**config.mk**
```make
export PLATFORM = sky130hd
export DESIGN_NAME = rgcb_engine
export DESIGN_NICKNAME = d
export VERILOG_FILES = /design/src/rtl/rgcb_pkg.sv /design/src/rtl/rgcb_engine.sv
export SDC_FILE = /design/constraint.sdc
export NUM_CORES = 1
export LEC_CHECK = 0
export BUFFER_PORTS_ARGS = -buffer_cell sky130_fd_sc_hd__buf_2
export CAP_MARGIN = 20
export CORE_MARGIN = 4
export CORE_UTILIZATION = 30
export DETAILED_ROUTE_END_ITERATION = 16
export GPL_TIMING_DRIVEN = 0
export PLACE_DENSITY = 0.52
export SETUP_SLACK_MARGIN = 0.2
export SYNTH_ARGS = -nofsm -noshare
export SYNTH_HDL_FRONTEND = slang
export SYNTH_SLANG_ARGS = --single-unit
```
**constraint.sdc**
```tcl
create_clock -name clk -period 5.2 [get_ports clk]
set_input_delay 1.3 -clock clk [delete_from_list [all_inputs] [get_ports clk]]
set_output_delay 1.3 -clock clk [all_outputs]
set_load 0.02 [all_outputs]
```
**src/rtl/rgcb_pkg.sv**
```systemverilog
// ----------------------------------------------------------------------------
// rgcb_pkg
// Shared types and constants of the glyph column blitter: request fields,
// opcodes, sequencer states and the cursor control/status bundles.
// ----------------------------------------------------------------------------
`default_nettype none

package rgcb_pkg;

	// field widths of one request and one result
	localparam int OP_W      = 2;
	localparam int SCOL_W    = 10;
	localparam int BASE_W    = 5;
	localparam int HEIGHT_W  = 6;
	localparam int GWIDTH_W  = 8;
	localparam int BYTE_W    = 8;
	localparam int IDX_W     = 8;
	localparam int WORD_W    = 32;
	localparam int ADV_W     = 8;

	// cursor arithmetic: column reaches up to 511, row up to 31 + 63
	localparam int COL_W     = 11;
	localparam int ROW_W     = 7;
	localparam int ROW_STEP  = 8;

	// run counter: a run header gives at most 127 repeats
	localparam int CNT_W     = 7;

	typedef enum logic [OP_W-1:0] {
		OP_START = 2'd0,
		OP_DATA  = 2'd1,
		OP_READ  = 2'd2,
		OP_CLEAR = 2'd3
	} op_t;

	typedef enum logic [2:0] {
		S_CLEAR,
		S_IDLE,
		S_EXEC,
		S_PUT_RD,
		S_PUT_WR,
		S_READ,
		S_DONE
	} state_t;

	typedef struct packed {
		op_t                         op;
		logic signed [SCOL_W-1:0]    start_col;
		logic [BASE_W-1:0]           base_line;
		logic [HEIGHT_W-1:0]         glyph_height;
		logic [GWIDTH_W-1:0]         glyph_width;
		logic                        compressed;
		logic [BYTE_W-1:0]           data_byte;
		logic [IDX_W-1:0]            column_index;
	} item_t;

	typedef struct packed {
		logic                        load;
		logic                        step;
		logic signed [SCOL_W-1:0]    start_col;
		logic [BASE_W-1:0]           base_line;
		logic [HEIGHT_W-1:0]         glyph_height;
	} cur_cmd_t;

	typedef struct packed {
		logic                        on_screen;
		logic signed [COL_W-1:0]     col;
		logic [ROW_W-1:0]            row;
	} cur_stat_t;

endpackage

`default_nettype wire

```
**src/rtl/rgcb_engine.sv**
```systemverilog
// ----------------------------------------------------------------------------
// rgcb_engine
// Request sequencer: clears the column store after reset, decodes glyph
// starts and run-length headers, and performs the read-modify-write of each
// placed byte as well as column reads and clears.
// ----------------------------------------------------------------------------
`default_nettype none

module rgcb_engine #(
	parameter int DISPLAY_COLUMNS = 156,
	parameter int COLUMN_BITS     = 32,
	parameter int ADDR_W          = (DISPLAY_COLUMNS > 1) ? $clog2(DISPLAY_COLUMNS) : 1
) (
	input  wire logic                       clk,
	input  wire logic                       arst_n,
	// request side
	input  wire logic                       req_valid,
	output logic                            req_ready,
	input  wire rgcb_pkg::item_t            req_item,
	// result side
	input  wire logic                       res_free,
	output logic                            res_load,
	output logic [rgcb_pkg::WORD_W-1:0]     res_word,
	output logic [rgcb_pkg::ADV_W-1:0]      res_adv,
	// cursor
	output rgcb_pkg::cur_cmd_t              cur_cmd,
	input  wire rgcb_pkg::cur_stat_t        cur_stat,
	// column store
	output logic                            ram_we,
	output logic [ADDR_W-1:0]               ram_addr,
	output logic [COLUMN_BITS-1:0]          ram_wdata,
	input  wire logic [COLUMN_BITS-1:0]     ram_rdata
);

	import rgcb_pkg::*;

	localparam logic [ADDR_W-1:0] LAST_ADDR = ADDR_W'(DISPLAY_COLUMNS - 1);
	localparam logic [COL_W-1:0]  NCOLS     = COL_W'(DISPLAY_COLUMNS);

	state_t            state_q, state_nxt;
	item_t             item_q;
	logic [ADDR_W-1:0] clr_q;
	logic              vis_q;
	logic              comp_q;
	logic              hdr_q;
	logic [CNT_W-1:0]  run_q;
	logic [7:0]        lit_q;
	logic [CNT_W-1:0]  cnt_q;
	logic [WORD_W-1:0] word_q;
	logic [ADV_W-1:0]  adv_q;

	logic              idx_ok;
	logic              put_go;
	logic              last_put;
	logic              fin;
	logic [WORD_W-1:0] rd_word;
	logic [63:0]       rd_wide;
	logic [COLUMN_BITS-1:0] shifted;
	logic signed [COL_W-1:0] vis_sum;
	logic              vis_nxt;
	logic [7:0]        lit_dec;

	// request decode helpers
	always_comb begin
		idx_ok   = (COL_W'(item_q.column_index) < NCOLS);
		put_go   = vis_q && (!comp_q || !hdr_q);
		last_put = (cnt_q == CNT_W'(1));
		rd_wide  = 64'(ram_rdata);
		rd_word  = rd_wide[WORD_W-1:0];
		shifted  = COLUMN_BITS'(item_q.data_byte) << cur_stat.row;
		vis_sum  = {{(COL_W-SCOL_W){item_q.start_col[SCOL_W-1]}}, item_q.start_col}
			+ $signed(COL_W'(item_q.glyph_width));
		vis_nxt  = !vis_sum[COL_W-1] &&
			($signed({{(COL_W-SCOL_W){item_q.start_col[SCOL_W-1]}}, item_q.start_col})
			< $signed(NCOLS));
		lit_dec  = (lit_q != 8'd0) ? lit_q - 8'd1 : 8'd0;
	end

	// result of the current request is ready
	always_comb begin
		fin = 1'b0;
		unique case (state_q)
			S_EXEC: begin
				unique case (item_q.op)
					OP_START: fin = 1'b1;
					OP_DATA:  fin = !put_go;
					OP_READ:  fin = !idx_ok;
					OP_CLEAR: fin = 1'b1;
					default:  fin = 1'b1;
				endcase
			end
			S_PUT_RD: fin = !cur_stat.on_screen && last_put;
			S_PUT_WR: fin = last_put;
			S_READ:   fin = 1'b1;
			S_DONE:   fin = 1'b1;
			default:  fin = 1'b0;
		endcase
	end

	// next state
	always_comb begin
		state_nxt = state_q;
		unique case (state_q)
			S_CLEAR: begin
				if (clr_q == LAST_ADDR) begin
					state_nxt = S_IDLE;
				end
			end
			S_IDLE: begin
				if (req_valid) begin
					state_nxt = S_EXEC;
				end
			end
			S_EXEC: begin
				if (fin) begin
					state_nxt = res_free ? S_IDLE : S_DONE;
				end else if (item_q.op == OP_READ) begin
					state_nxt = S_READ;
				end else begin
					state_nxt = S_PUT_RD;
				end
			end
			S_PUT_RD: begin
				if (fin) begin
					state_nxt = res_free ? S_IDLE : S_DONE;
				end else if (cur_stat.on_screen) begin
					state_nxt = S_PUT_WR;
				end
			end
			S_PUT_WR: begin
				if (fin) begin
					state_nxt = res_free ? S_IDLE : S_DONE;
				end else begin
					state_nxt = S_PUT_RD;
				end
			end
			S_READ, S_DONE: begin
				state_nxt = res_free ? S_IDLE : S_DONE;
			end
			default: state_nxt = S_IDLE;
		endcase
	end

	// outputs: handshake, store access, cursor commands, result
	always_comb begin
		req_ready         = (state_q == S_IDLE);
		ram_we            = 1'b0;
		ram_addr          = cur_stat.col[ADDR_W-1:0];
		ram_wdata         = '0;
		cur_cmd.load      = 1'b0;
		cur_cmd.step      = 1'b0;
		cur_cmd.start_col = item_q.start_col;
		cur_cmd.base_line = item_q.base_line;
		cur_cmd.glyph_height = item_q.glyph_height;
		res_load          = fin && res_free;
		res_word          = word_q;
		res_adv           = adv_q;
		unique case (state_q)
			S_CLEAR: begin
				ram_we   = 1'b1;
				ram_addr = clr_q;
			end
			S_EXEC: begin
				res_word = '0;
				res_adv  = (item_q.op == OP_START) ? item_q.glyph_width : '0;
				if (item_q.op == OP_READ || item_q.op == OP_CLEAR) begin
					ram_addr = ADDR_W'(item_q.column_index);
				end
				if (item_q.op == OP_CLEAR && idx_ok) begin
					ram_we = 1'b1;
				end
				if (item_q.op == OP_START) begin
					cur_cmd.load = 1'b1;
				end
			end
			S_PUT_RD: begin
				cur_cmd.step = !cur_stat.on_screen;
			end
			S_PUT_WR: begin
				ram_we       = 1'b1;
				ram_wdata    = ram_rdata | shifted;
				cur_cmd.step = 1'b1;
			end
			S_READ: begin
				res_word = rd_word;
			end
			S_IDLE, S_DONE: begin
			end
			default: begin
			end
		endcase
	end

	// sequencer and decoder state
	always_ff @(posedge clk or negedge arst_n) begin
		if (!arst_n) begin
			state_q <= S_CLEAR;
			clr_q   <= '0;
			vis_q   <= 1'b0;
			comp_q  <= 1'b0;
			hdr_q   <= 1'b1;
			run_q   <= '0;
			lit_q   <= '0;
			cnt_q   <= '0;
		end else begin
			state_q <= state_nxt;
			// sweep the store once after reset
			if (state_q == S_CLEAR) begin
				clr_q <= clr_q + ADDR_W'(1);
			end
			// count down placed bytes
			if (cur_cmd.step) begin
				cnt_q <= cnt_q - CNT_W'(1);
			end
			if (state_q == S_EXEC) begin
				unique case (item_q.op)
					OP_START: begin
						vis_q  <= vis_nxt;
						comp_q <= item_q.compressed;
						hdr_q  <= 1'b1;
						run_q  <= '0;
						lit_q  <= '0;
					end
					OP_DATA: begin
						// a pending run repeats the byte, any other placed byte is placed once
						cnt_q <= (vis_q && comp_q && !hdr_q && run_q != '0) ?
							run_q : CNT_W'(1);
						if (vis_q && comp_q) begin
							priority if (hdr_q) begin
								// header: repeat count or literal count
								if (item_q.data_byte > 8'd128) begin
									run_q <= CNT_W'(8'd0 - item_q.data_byte);
									hdr_q <= 1'b0;
								end else if (item_q.data_byte != 8'd0) begin
									lit_q <= item_q.data_byte;
									hdr_q <= 1'b0;
								end
							end else if (run_q != '0) begin
								run_q <= '0;
								hdr_q <= 1'b1;
							end else begin
								lit_q <= lit_dec;
								if (lit_dec == 8'd0) begin
									hdr_q <= 1'b1;
								end
							end
						end
					end
					OP_READ, OP_CLEAR: begin
					end
					default: begin
					end
				endcase
			end
		end
	end

	// capture request and hold pending result
	always_ff @(posedge clk) begin
		if (req_valid && req_ready) begin
			item_q <= req_item;
		end
		if (state_q == S_EXEC || state_q == S_READ) begin
			word_q <= res_word;
			adv_q  <= res_adv;
		end
	end

endmodule

`default_nettype wire

```
==> flow_metrics.py <==
metrics = {
    "outcome": {
        "status": "finished clean",
    },
    "power": {
        "p_sw_w": 0.00215,
        "peakVddDrop_mv": 0.245,
        "swShare": 0.419,
        "p_seq_frac": 0.325,
        "power_frac_clock": 0.236,
        "p_leak_nw": 3.83,
        "power_density_mw_per_mm2": 567,
        "internal_power_w": 0.00298,
        "p_comb_frac": 0.439,
    },
    "detailed_routing": {
        "vias": 6243,
        "drt_first_pass_iters": 5,
        "wl_per_cell_um": 17.9,
        "drtIter0Drc": 351,
        "ant_nets": 0,
        "drcViolationCount": 0,
        "via_per_inst": 5.08,
        "wirelength_um": 22000,
    },
    "die": {
        "dieArea_mm2": 0.0259,
        "die_x_um": 161,
        "die_h_um": 161,
        "core_area_mm2": 0.0228,
        "start_util": 0.308,
        "num_rows": 55,
        "ioPinCount": 209,
    },
    "yosys": {
        "ys.flop_type": "edfxtp_1",
        "syn_inst": 679,
        "yosysSeqAreaShare": 0.504,
        "syn-cell-area_mm2": 0.00703,
        "async_reset_ff_frac": 0.290,
        "avgSynthCellArea_um2": 10.4,
        "yosysWarnings": 0,
        "synth_edf_count": 88,
        "ys_types": 67,
        "ys_seq_elements": 124,
        "syn_nets": 799,
    },
    "global_route": {
        "grt_pass1_vias": 6286,
        "antenna_found_initial": 3,
        "grtUsageTotal": 0.166,
        "grt_pass1_wl_um": 34700,
        "grt_overflow": 0,
        "grt_max_degree": 41,
    },
    "clock_tree": {
        "root_buffer": "clkbuf_16",
        "postCtsResizedCells": 0,
        "cts.path.max_buffers": 2,
        "cts_buffers": 17,
        "htreeDepth": 4,
        "cts_tree": "done",
        "cts_setup_buffers": 0,
        "clkSinkCount": 124,
        "clk_pin_slew_worst_paths_ns": 0.06,
        "clock_latency_ns": 0.42,
        "cts_hold_buf": 0,
    },
    "sta": {
        "maxSlewViolCount": 0,
        "fin_skew_ns": 0.00782,
        "tightest_slew_ns": 1.05,
        "hold_viol_final": 0,
        "tns_ns": 0,
        "max_clock_freq_mhz": 222,
        "setup_violations": 0,
        "rsz0062_at_grt": "false",
        "period_share": 0.865,
        "fin_crit_ns": 4.50,
        "max_slew_margin": 0.296,
    },
    "place": {
        "numPortBuffers": 203,
        "placedInstanceArea_mm2": 0.00846,
        "detailed_place_hpwl_um": 16700,
        "gp_congestion": 0.868,
    },
    "critical_path": {
        "path_max_fanout": 10,
        "r2r_setup_slack_ns": 2.21,
        "cp_top_family": "compound AO/OA/AOI/OAI gates",
        "worst_setup_path_start_kind": "input pin",
        "critPathBufInv": 3,
        "crit_chain": "clkbuf_1 -> clkbuf_1 -> nor3b_1 -> o311ai_0 -> a21oi_1 -> o21a_1 -> buf_2",
        "r2r_start": "state_q[2]$_DFFE_PN0P_",
        "r2r_end": "word_q[19]$_DFFE_PN_",
        "crit_path_top_delay_cell": "o311ai_0",
        "critPathRequiredTime_ns": 3.90,
        "crit_arrival_ns": 3.20,
        "reg2reg_depth": 6,
        "crit_path_max_incr_delay_ns": 0.61,
        "end_kind": "primary output",
        "cpMostUsedCell": "clkbuf_1",
        "critical_path_class": "input pin to primary output",
    },
    "min_path": {
        "hp-class": "register to register",
        "holdPathEnd": "comp_q$_DFFE_PN0P_",
        "min-delay-start": "item_q[16]$_DFFE_PP_",
        "min_path_cells": 1,
    },
    "job": {
        "cap_viol_max_count": 0,
    },
    "layout": {
        "fin_nets": 1022,
        "area_growth_pct": 28.8,
        "fin_area_mm2": 0.00905,
        "layout_common_cells": "buf_2, edfxtp_1, nand2_1",
        "layout_commonest_cell": "buf_2",
        "drive_gt1_frac": 0.307,
    },
}
==> cells by family (layout without fill, tap and decap cells) <==
kind of cell    Yosys count  count (layout)  share of synthesized area
compound gates          201             201                      0.196
xor+xnor                 17              17                     0.0212
fa+ha+maj                17              17                     0.0303
buf+inv                  85             321                     0.0573
flops                   124             124                      0.504
mux                      23              23                     0.0358
other cells               0               1                          0
simple gates            212             212                      0.155
==> cells in the mapped netlist, types with 6 or more instances <==
library cell,count,area share
and3_1,6,0.0053
o22ai_1,17,0.015
mux2i_1,15,0.021
nand2_1,57,0.030
nor3_1,18,0.013
a31oi_1,10,0.0089
xor2_1,8,0.010
or3_1,8,0.0071
nor4_1,7,0.0062
dfrtp_1,35,0.12
nor3b_1,7,0.0075
edfxtp_1,88,0.38
ha_1,17,0.030
a21oi_1,38,0.027
mux2_2,7,0.011
o21ai_0,40,0.028
nor2b_1,9,0.0080
a22o_1,33,0.041
buf_4,21,0.022
nand3_1,15,0.011
nand2b_1,9,0.0080
inv_1,24,0.013
o31ai_1,7,0.0075
o21a_1,7,0.0075
xnor2_1,9,0.011
nor2_1,48,0.026
clkbuf_1,32,0.017
==> metal layers <==
layer  GRT usage  vias to the layer above  part of all wire  wire (um)
li1            -                     2996                 -          -
met1       0.223                     3003              0.45       9900
met2       0.265                      217              0.46      10200
met3      0.0521                       23             0.073       1610
met4      0.0364                        4             0.014        301
met5           0                        -           0.00091         20
==> power groups by stage <==
stage | combinational [W] | sequential [W] | clock, W
floorplan | 0.00155 | 0.00162 | 0
global placement | 0.00224 | 0.00169 | 0
detailed placement | 0.00226 | 0.00168 | 0
CTS | 0.00227 | 0.00167 | 0.00124
global route | 0.00247 | 0.00171 | 0.00128
finish | 0.00225 | 0.00167 | 0.00121
==> sequential cells by signal, indices dropped and copies added, names as in the netlist, 7 cells and up <==
signal and count:
lit_q 8, cur_cmd 21, clr_q 8, word_q 32
adv_q 8, item_q 27, run_q 7, cnt_q 7
==> area by class of cell <==
cell class | instances | area (um^2)
diodes | 1 | 2.50
plain buffers | 61 | 313
clock buffers | 19 | 433
clock inverters | 13 | 156
fillers | 2345 | 13800
inverters | 24 | 90.1
multi-input cells | 470 | 3080
flip-flops and latches | 124 | 3540
well taps | 313 | 392
repair buffers | 204 | 1040
==> how the worst max path moves through the flow <==
stage                                       from  slack [ns]  cells after the start             to
after global placement               cur_stat[6]        0.79                      7  ram_wdata[28]
after floorplan                      cur_stat[0]        0.98                      6  ram_wdata[26]
after global routing                 cur_stat[1]        0.51                      8  ram_wdata[27]
final                                cur_stat[6]        0.70                      7  ram_wdata[28]
after CTS                 state_q[2]$_DFFE_PN0P_        0.77                      7    res_word[0]
after detailed placement             cur_stat[1]        0.78                      8  ram_wdata[27]
==> worst register-to-register path: cells and delay by family (launching register included) <==
kind | cells | cell delay, ns
AO/OA/AOI/OAI | 1 | 0.27
flip-flops | 1 | 0.40
AND/OR/NAND/NOR | 1 | 0.20
buffers and inverters | 4 | 1.71
==> stage by stage <==
stage                     total power [W]  cells  setup WS [ns]  hold WS, ns   util
after floorplan                   0.00318    679          0.979        0.454      -
after detailed placement          0.00394   1196          0.780        0.464  0.370
after CTS                         0.00517   1228          0.769        0.484  0.396
final                             0.00513   1229          0.700        0.482  0.396
after global placement            0.00393   1195          0.787        0.463  0.369
after global routing              0.00546   1229          0.510        0.494  0.396
No activity file was read; power rests on OpenSTA's default activity.
