### src/rtl/rgcb_pkg.sv
// ----------------------------------------------------------------------------
// rgcb_pkg
// Shared types and constants of the glyph column blitter: request fields,
// opcodes, sequencer states and the cursor control/status bundles.
// ----------------------------------------------------------------------------
`default_nettype none

package rgcb_pkg;

	// field widths of one request and one result
	localparam int OP_W      = 2;
	localparam int SCOL_W    = 10;
	localparam int BASE_W    = 5;
	localparam int HEIGHT_W  = 6;
	localparam int GWIDTH_W  = 8;
	localparam int BYTE_W    = 8;
	localparam int IDX_W     = 8;
	localparam int WORD_W    = 32;
	localparam int ADV_W     = 8;

	// cursor arithmetic: column reaches up to 511, row up to 31 + 63
	localparam int COL_W     = 11;
	localparam int ROW_W     = 7;
	localparam int ROW_STEP  = 8;

	// run counter: a run header gives at most 127 repeats
	localparam int CNT_W     = 7;

	typedef enum logic [OP_W-1:0] {
		OP_START = 2'd0,
		OP_DATA  = 2'd1,
		OP_READ  = 2'd2,
		OP_CLEAR = 2'd3
	} op_t;

	typedef enum logic [2:0] {
		S_CLEAR,
		S_IDLE,
		S_EXEC,
		S_PUT_RD,
		S_PUT_WR,
		S_READ,
		S_DONE
	} state_t;

	typedef struct packed {
		op_t                         op;
		logic signed [SCOL_W-1:0]    start_col;
		logic [BASE_W-1:0]           base_line;
		logic [HEIGHT_W-1:0]         glyph_height;
		logic [GWIDTH_W-1:0]         glyph_width;
		logic                        compressed;
		logic [BYTE_W-1:0]           data_byte;
		logic [IDX_W-1:0]            column_index;
	} item_t;

	typedef struct packed {
		logic                        load;
		logic                        step;
		logic signed [SCOL_W-1:0]    start_col;
		logic [BASE_W-1:0]           base_line;
		logic [HEIGHT_W-1:0]         glyph_height;
	} cur_cmd_t;

	typedef struct packed {
		logic                        on_screen;
		logic signed [COL_W-1:0]     col;
		logic [ROW_W-1:0]            row;
	} cur_stat_t;

endpackage

`default_nettype wire

### src/rtl/rgcb_cursor.sv
// ----------------------------------------------------------------------------
// rgcb_cursor
// Glyph write cursor: holds the current column, row position, base line and
// height, and steps down one byte row at a time, wrapping to the next column.
// ----------------------------------------------------------------------------
`default_nettype none

module rgcb_cursor #(
	parameter int DISPLAY_COLUMNS = 156
) (
	input  wire logic                 clk,
	input  wire logic                 arst_n,
	input  wire rgcb_pkg::cur_cmd_t   cmd,
	output rgcb_pkg::cur_stat_t       stat
);

	import rgcb_pkg::*;

	localparam logic signed [COL_W-1:0] LAST_COL = COL_W'(DISPLAY_COLUMNS);

	logic signed [COL_W-1:0] col_q;
	logic [ROW_W-1:0]        row_q;
	logic [BASE_W-1:0]       base_q;
	logic [HEIGHT_W-1:0]     height_q;

	logic signed [ROW_W:0]   row_dn;
	logic signed [ROW_W:0]   base_ext;
	logic                    wrap;
	logic [ROW_W-1:0]        row_top;
	logic [ROW_W-1:0]        load_top;

	// next row below, and the wrap test against the base line
	always_comb begin
		row_dn   = $signed({1'b0, row_q}) - $signed((ROW_W+1)'(ROW_STEP));
		base_ext = $signed((ROW_W+1)'(base_q));
		wrap     = (row_dn <= base_ext);
		row_top  = ROW_W'(base_q) + ROW_W'(height_q);
		load_top = ROW_W'(cmd.base_line) + ROW_W'(cmd.glyph_height);
	end

	// load on glyph start, advance on each placed byte
	always_ff @(posedge clk or negedge arst_n) begin
		if (!arst_n) begin
			col_q    <= '0;
			row_q    <= '0;
			base_q   <= '0;
			height_q <= '0;
		end else if (cmd.load) begin
			col_q    <= {{(COL_W-SCOL_W){cmd.start_col[SCOL_W-1]}}, cmd.start_col};
			row_q    <= load_top;
			base_q   <= cmd.base_line;
			height_q <= cmd.glyph_height;
		end else if (cmd.step) begin
			if (wrap) begin
				row_q <= row_top;
				if (col_q < LAST_COL) begin
					col_q <= col_q + COL_W'(1);
				end
			end else begin
				row_q <= row_dn[ROW_W-1:0];
			end
		end
	end

	// report position and whether the column lies on the display
	always_comb begin
		stat.on_screen = (col_q >= $signed(COL_W'(0))) && (col_q < LAST_COL);
		stat.col       = col_q;
		stat.row       = row_q;
	end

endmodule

`default_nettype wire

### config.mk
export PLATFORM = sky130hd
export DESIGN_NAME = rgcb_cursor
export DESIGN_NICKNAME = d
export VERILOG_FILES = /design/src/rtl/rgcb_pkg.sv /design/src/rtl/rgcb_cursor.sv
export SDC_FILE = /design/constraint.sdc
export NUM_CORES = 1
export LEC_CHECK = 0
export ABC_AREA = 0
export BUFFER_PORTS_ARGS = -buffer_cell sky130_fd_sc_hd__buf_4
export CORE_UTILIZATION = 30
export CTS_CLUSTER_DIAMETER = 50
export CTS_CLUSTER_SIZE = 14
export DETAILED_ROUTE_END_ITERATION = 10
export SYNTH_ARGS = -nofsm -noshare
export SYNTH_HDL_FRONTEND = slang
export SYNTH_SLANG_ARGS = --single-unit
### constraint.sdc
create_clock -name clk -period 2.6 [get_ports clk]
set_input_delay 0.26 -clock clk [delete_from_list [all_inputs] [get_ports clk]]
set_output_delay 0.26 -clock clk [all_outputs]
set_load 0.05 [all_outputs]
==> metrics.md, run 1 <==
| Metric | Value |
|---|---|
| Ys Warns | `0` |
| GRT Residual Overflow | `0` |
| Post-synth EDFFs | `0` |
| Fmax | `396 MHz` |
| Routability cong. | `roughly 0.8` |
| Total track usage | `about 15%` |
| Number of global-route vias before repair | `roughly 1900` |
| Num rows | `30` |
| Status | `finished, final reports clean` |
| Worst slew pin tran | `approximately 0.55 ns` |
| Endpoint, Worst Hold | `col_q[0]$_DFFE_PN0P_` |
| Die W | `approximately 87 um` |
| Final hold slack | `0.187 ns` |
| Antenna diodes | `0` |
| CP max-delay cell | `dfrtp_2` |
| Most common cell after layout, fill and taps aside | `buf_4` |
| FF+latch count, synth | `29` |
| DRT antenna net count | `0` |
| Core area | `between 0.006 and 0.007 mm^2` |
| DR iter-0 viols | `122` |
| Pwr Density | `705 mW/mm^2` |
| DRT Wirelength | `5.26 mm` |
| I/O pin total | `44` |
| Min-delay src | `cmd[11]` |
| Dpl hpwl | `3.85 mm` |
| Hold Violations, Final | `0` |
| Setup Viol. Count Final | `0` |
| Clock-pin slew on the worst setup and hold paths | `roughly 0.060 ns` |
| CP Max Fanout | `6` |
| Synthesis-to-layout area growth | `33.4%` |
| Total via count in the routed design | `1848` |
| Multi-input logic area | `0.00140 mm^2` |
| Top FF cell, synth | `dfrtp_1` |
| Clock Latency Late Sink | `around 0.28 ns` |
| Max-cap violations | `0` |
| Startpoint types | `flop` |
| Min-delay worst type | `in2reg` |
| Final Core Density | `41.9%` |
| Clk_skew | `0.00470 ns` |
| Die area | `about 0.0075 mm^2` |
| Die Y | `roughly 87 um` |
| Largest net degree at the start of global routing | `54` |
| Num Clock Sinks | `29` |
| TritonCTS Buffers | `5` |
| Avg Vias per Cell | `4.89` |
| Leak pwr | `around 1.3 nW` |
| Max incr delay on CP | `~0.38 ns` |
| Reg2reg start | `row_q[3]$_DFFE_PN0P_` |
| DR WL/cell | `13.9 um` |
| Hold Crit Depth | `3` |
| RSZ-0062 raised after global routing | `yes` |
| Peak supply drop | `268 uV` |
| CTS root buf | `clkbuf_8` |
| Crit Path Class | `reg2reg` |
| Setup TNS | `0 ns` |
| Pins Over Slew Limit | `0` |
| Max-slew headroom | `63.4%` |
| Fraction of layout cells with a size suffix above 1 | `33.7%` |
| Syn nets | `270` |
| Input/output buffers | `43` |
| CTS tree | `done` |
| Critical Path Sink Type | `flop` |
| Drt drc | `0` |
| Global-route wire length before repair | `8.74 mm` |
| Worst EP required | `2.77 ns` |
| Worst Reg-to-Reg Cells | `13` |
| Commonest non-fill, non-tap cells in the layout | `57 x buf_4, 27 x dfrtp_1, 18 x inv_1` |
| Starting Density | `a little under a third` |
| Synth Cell Area | `0.00214 mm^2` |
| Final Cycle Share | `97.1%` |
| Post-synth ARST share | `100%` |
| Initial antenna violation count | `0` |
| Mean Syn Cell Area | `between 9 and 10 um^2` |
| Post-layout min period | `2.53 ns` |
| Fill cells | `~700` |
| Register area | `728 um^2` |
| Placed cell count | `366` |
| Seq/Total Area, Yosys | `33.8%` |
| Worst-case clock buffer depth | `2` |
| H-tree levels | `2` |
| R2R Path End | `col_q[10]$_DFFE_PN0P_` |
| Crit-path cells | `inv_4 -> ha_4 -> inv_4 -> ha_4 -> nand3_4 -> buf_6 -> nor4b_4 -> a2111oi_4 -> buf_4 -> a2111oi_4 -> buf_4 -> a41o_1 -> a21oi_1` |
| Pwr Total | `2.02 mW` |
| Crit path DAT | `2.69 ns` |
| Post-synth cell types | `between 50 and 60` |
| R2R setup slack | `0.07 ns` |
| Fin nets | `~330` |
| Synthesized instance count | `roughly 230` |
| Finished Layout Cells | `378` |
| First-pass DRT Iterations | `4` |
flip-flops by register name (all words and copies together), names as in the netlist:
name,flops
col_q,11
row_q,7
height_q,6
base_q,5
power breakdown:
group          switching, mW  total (mW)  internal, mW
Clock                  0.166       0.356         0.190
Sequential            0.0666       0.586         0.519
Combinational          0.627        1.07         0.447
Total                  0.860        2.02          1.16
cell usage after synthesis, drive strengths merged, types with 2 or more instances:
| cell type | instances | area [um^2] |
|---|---|---|
| dfrtp | 29 | 726 |
| inv | 21 | 78.8 |
| a21oi | 18 | 90.1 |
| ha | 18 | 225 |
| nand2 | 18 | 70.1 |
| o21ai | 16 | 80.1 |
| xnor2 | 12 | 105 |
| nor2 | 10 | 37.5 |
| mux2 | 7 | 78.8 |
| a211oi | 6 | 45.0 |
| clkbuf | 6 | 22.5 |
| and2 | 5 | 31.3 |
| buf | 4 | 30.0 |
| a2111oi | 3 | 63.8 |
| a21o | 3 | 22.5 |
| a31o | 3 | 26.3 |
| and3 | 3 | 18.8 |
| nand3 | 3 | 15.0 |
| nor2b | 3 | 18.8 |
| a21boi | 2 | 18.8 |
| a2bb2oi | 2 | 17.5 |
| a311o | 2 | 20.0 |
| a32oi | 2 | 17.5 |
| a41o | 2 | 20.0 |
| fa | 2 | 40.0 |
| mux2i | 2 | 20.0 |
| nand4 | 2 | 12.5 |
| nor4 | 2 | 27.5 |
| or3 | 2 | 12.5 |
| xor2 | 2 | 17.5 |
per-layer routing:
layer / vias up / global-route usage (%) / share of wire [%]
met4: 0 / 6.06 / 1.8
met5: - / 0 / 0
met1: 887 / 20.3 / 47
li1: 927 / - / -
met3: 8 / 2.95 / 2.8
met2: 26 / 23.7 / 49
per-stage QoR:
stage / cell area (um^2) / setup WS (ns)
3_5_place_dp: 2690 / -0.0483
2_1_floorplan: 2200 / -0.131
6_report: 2860 / 0.0746
4_1_cts: 2790 / 0.00167
5_1_grt: 2860 / -0.0402
3_3_place_gp: 2690 / -0.0154
cell type report:
| class | instances | share of cell area (%) |
|---|---|---|
| Timing Repair Buffer | 59 | 15.7 |
| Inverter | 21 | 2.93 |
| Sequential cell | 29 | 25.5 |
| Tap cell | 96 | 4.20 |
| Multi-Input combinational cell | 165 | 48.9 |
| Clock buffer | 8 | 2.80 |
timing repair:
| item | CTS | global route |
|---|---|---|
| endpoints found under the hold margin | 29 | 0 |
| hold buffers | 1 | 0 |
| endpoints found under the setup margin | 6 | 17 |
| gates resized for setup | 3 | 11 |
| pin swaps | 1 | 7 |
| buffers inserted | 1 | 2 |
| gates cloned | 0 | 0 |
worst max-delay path by stage:
stage,start,depth (start not counted),endpoint,slack [ns]
after floorplan,row_q[3]$_DFFE_PN0P_,10,col_q[4]$_DFFE_PN0P_,-0.13
after global placement,row_q[3]$_DFFE_PN0P_,9,col_q[4]$_DFFE_PN0P_,-0.02
after detailed placement,row_q[3]$_DFFE_PN0P_,9,col_q[4]$_DFFE_PN0P_,-0.05
after CTS,row_q[3]$_DFFE_PN0P_,11,row_q[6]$_DFFE_PN0P_,0.002
after global routing,row_q[3]$_DFFE_PN0P_,13,col_q[10]$_DFFE_PN0P_,-0.04
final,row_q[3]$_DFFE_PN0P_,13,col_q[10]$_DFFE_PN0P_,0.07
critical path: cells and delay by family, from the launching register on:
family | cells | cell delay, ns
AO/OA/AOI/OAI | 4 | 0.61
AND/OR/NAND/NOR | 2 | 0.33
flip-flops | 1 | 0.38
buffers and inverters | 5 | 0.58
adder cells (fa/ha/maj) | 2 | 0.52
cell families (layout without fill, tap and decap cells):
| kind of cell | count (synthesis) | in the layout | share of synthesized area (%) |
|---|---|---|---|
| AOI/OAI and AO/OA | 66 | 66 | 22.4 |
| and+or+nand+nor | 56 | 56 | 14.9 |
| buffers and inverters | 31 | 88 | 6.13 |
| DFF | 29 | 29 | 33.8 |
| adders and majority gates | 20 | 20 | 12.4 |
| xor gates and xnor gates | 14 | 14 | 5.72 |
| muxes | 9 | 9 | 4.61 |
Note: power is estimated with default switching activity, not from simulation.
==> run 2, diff against run 1 <==
--- a/config.mk
+++ b/config.mk
@@ -6,7 +6,7 @@
 export NUM_CORES = 1
 export LEC_CHECK = 0
 export ABC_AREA = 0
-export BUFFER_PORTS_ARGS = -buffer_cell sky130_fd_sc_hd__buf_4
+export BUFFER_PORTS_ARGS = -buffer_cell sky130_fd_sc_hd__buf_2
 export CORE_UTILIZATION = 30
 export CTS_CLUSTER_DIAMETER = 50
 export CTS_CLUSTER_SIZE = 14
==> constraint.sdc (replaced) <==
create_clock -name clk -period 3.01 [get_ports clk]
set_input_delay 0.301 -clock clk [delete_from_list [all_inputs] [get_ports clk]]
set_output_delay 0.301 -clock clk [all_outputs]
set_load 0.05 [all_outputs]
==> run 2 against run 1 <==
Flip-flop and latch count unchanged; global-route usage down 0.42 points; clock-buffer cell count unchanged; first-iteration DRC count rose by 86%.
==> metrics.md, run 2 (same netlist as run 1, synthesis figures left out) <==
| Metric | Value |
|---|---|
| Status | `finished, final reports clean` |
| Avg Vias per Cell | `4.89` |
| Logic gate share of total power | `46.9%` |
| Antenna diodes | `0` |
| Max-cap violations | `0` |
| Number of global-route vias before repair | `~1800` |
| Commonest non-fill, non-tap cells in the layout | `43 x buf_2, 27 x dfrtp_1, 21 x inv_1` |
| Setup Viol. Count Final | `0` |
| Clk_skew | `0.00856 ns` |
| Worst EP required | `3.17 ns` |
| Fraction of layout cells with a size suffix above 1 | `27.7%` |
| Setup slack at placement | `0.0577 ns` |
| Worst slew pin tran | `about 0.73 ns` |
| Peak supply drop | `183 uV` |
| Most flop-heavy register | `col_q` |
| RSZ-0062 raised after global routing | `no` |
| Clock-pin slew on the worst setup and hold paths | `0.07 ns` |
| Leak pwr | `1.17 nW` |
| Placed cell count | `359` |
| Total via count in the routed design | `1795` |
| Min-delay worst type | `in2async` |
| First-pass DRT Iterations | `4` |
| Met1 Usage GRT | `approximately a fifth` |
| Pwr Density | `just over 600 mW/mm^2` |
| Sw Share | `a little over two fifths` |
| DRT Wirelength | `5.12 mm` |
| GRT Residual Overflow | `0` |
| Finished Layout Cells | `between 300 and 400` |
| Fmax | `~360 MHz` |
| Fill cells | `732` |
| Clock Latency Late Sink | `0.28 ns` |
| Pins Over Slew Limit | `0` |
| Die W | `86.6 um` |
| Worst-case clock buffer depth | `2` |
| Largest net degree at the start of global routing | `43` |
| Met3 Usage GRT | `2.38%` |
| CP Max Fanout | `7` |
| Crit path DAT | `2.95 ns` |
| Post-layout min period | `2.79 ns` |
| Num rows | `30` |
| Flop pwr share | `32.0%` |
| Die Y | `86.6 um` |
| H-tree levels | `2` |
| Multi-input logic area | `0.00130 mm^2` |
| Critical Path Sink Type | `flop` |
| Top Registers | `col_q x11, row_q x7, height_q x6` |
| DR iter-0 viols | `~230` |
| Die area | `0.00749 mm^2` |
| Hold buffers post-CTS | `0` |
| CTS tree | `done` |
| TritonCTS Buffers | `5` |
| Most common cell after layout, fill and taps aside | `buf_2` |
| Global-route wire length before repair | `approximately 8.5 mm` |
| Input/output buffers | `43` |
| Most Used Layer, Global Route | `met2` |
| Largest register FFs | `11` |
| Dpl hpwl | `3.81 mm` |
| Initial antenna violation count | `0` |
| Drt drc | `0` |
| Core area | `0.00683 mm^2` |
| Final Cycle Share | `just over 90%` |
| Clock share of power | `a little over a fifth` |
| Num Clock Sinks | `29` |
| DR WL/cell | `around 14 um` |
| I/O pin total | `44` |
| Final setup slack of the worst path | `0.224 ns` |
| Fin nets | `315` |
| Startpoint types | `flop` |
| Final Core Density | `37.7%` |
| Pwr Total | `1.60 mW` |
| Synthesis-to-layout area growth | `20.0%` |
| Total track usage | `between 10 and 15%` |
| DRT antenna net count | `0` |
| Crit Path Class | `reg2reg` |
| GRT met2 Usage | `a little under a quarter` |
| Register area | `728 um^2` |
| Switching Power | `approximately 0.69 mW` |
| Pint | `about 0.9 mW` |
| Final instance area | `0.00257 mm^2` |
| Setup TNS | `0 ns` |
| Max-slew headroom | `51.5%` |
| Area of placed instances | `~0.0025 mm^2` |
| Hold Violations, Final | `0` |
| Starting Density | `roughly a third` |
| Routability cong. | `0.786` |
| Final hold slack | `0.0543 ns` |
| CTS root buf | `clkbuf_8` |
[run 2: area by class of cell]
cell class                 instances  share of cell area (%)
clock buffer                       8                    3.50
sequential                        29                    28.3
inverter                          21                    3.06
multi-input combinational        165                    50.6
tap                               96                    4.67
timing repair buffer              48                    9.82
[run 2: path summary, 6_finish.rpt]
kind                                               from  cells past startpoint                 endpoint  slack [ns]
max in group asynchronous                        arst_n                      1     row_q[4]$_DFFE_PN0P_        2.47
worst max-delay path               row_q[4]$_DFFE_PN0P_                     10    col_q[10]$_DFFE_PN0P_        0.22
worst max register to register     row_q[4]$_DFFE_PN0P_                     10    col_q[10]$_DFFE_PN0P_        0.22
min in group clk                                cmd[19]                      3     col_q[8]$_DFFE_PN0P_        0.22
worst min-delay path                             arst_n                      1     row_q[1]$_DFFE_PN0P_        0.05
worst min register to register  height_q[4]$_DFFE_PN0P_                      1  height_q[4]$_DFFE_PN0P_        0.51
[run 2: routing by layer]
metal  vias to the layer above  share of wire (%)
met5                         -                  0
met4                         0                1.2
met3                         6                3.4
met2                        35                 47
met1                       855                 49
li1                        899                  -
[run 2: power by group through the flow]
| stage | Combinational (mW) | Clock (mW) | Sequential (mW) |
|---|---|---|---|
| floorplan | 0.425 | 0 | 0.659 |
| global route | 0.825 | 0.357 | 0.525 |
| CTS | 0.740 | 0.344 | 0.513 |
| detailed placement | 0.736 | 0 | 0.520 |
| global placement | 0.732 | 0 | 0.518 |
| finish | 0.751 | 0.338 | 0.513 |
[run 2: critical path, stage by stage, from the launching register on]
cell and delay [ns]:
dfrtp_2 0.41, inv_1 0.05, ha_1 0.26, inv_1 0.05, ha_1 0.29, nand3_2 0.17, a21oi_1 0.06, or4_4 0.53
a2111oi_4 0.54, a41o_1 0.25, a21oi_1 0.04
[run 2: what timing repair did]
action / CTS / global route
buffers inserted: 0 / 0
hold endpoints to repair: 0 / 0
resized for setup: 0 / 3
setup endpoints to repair: 0 / 7
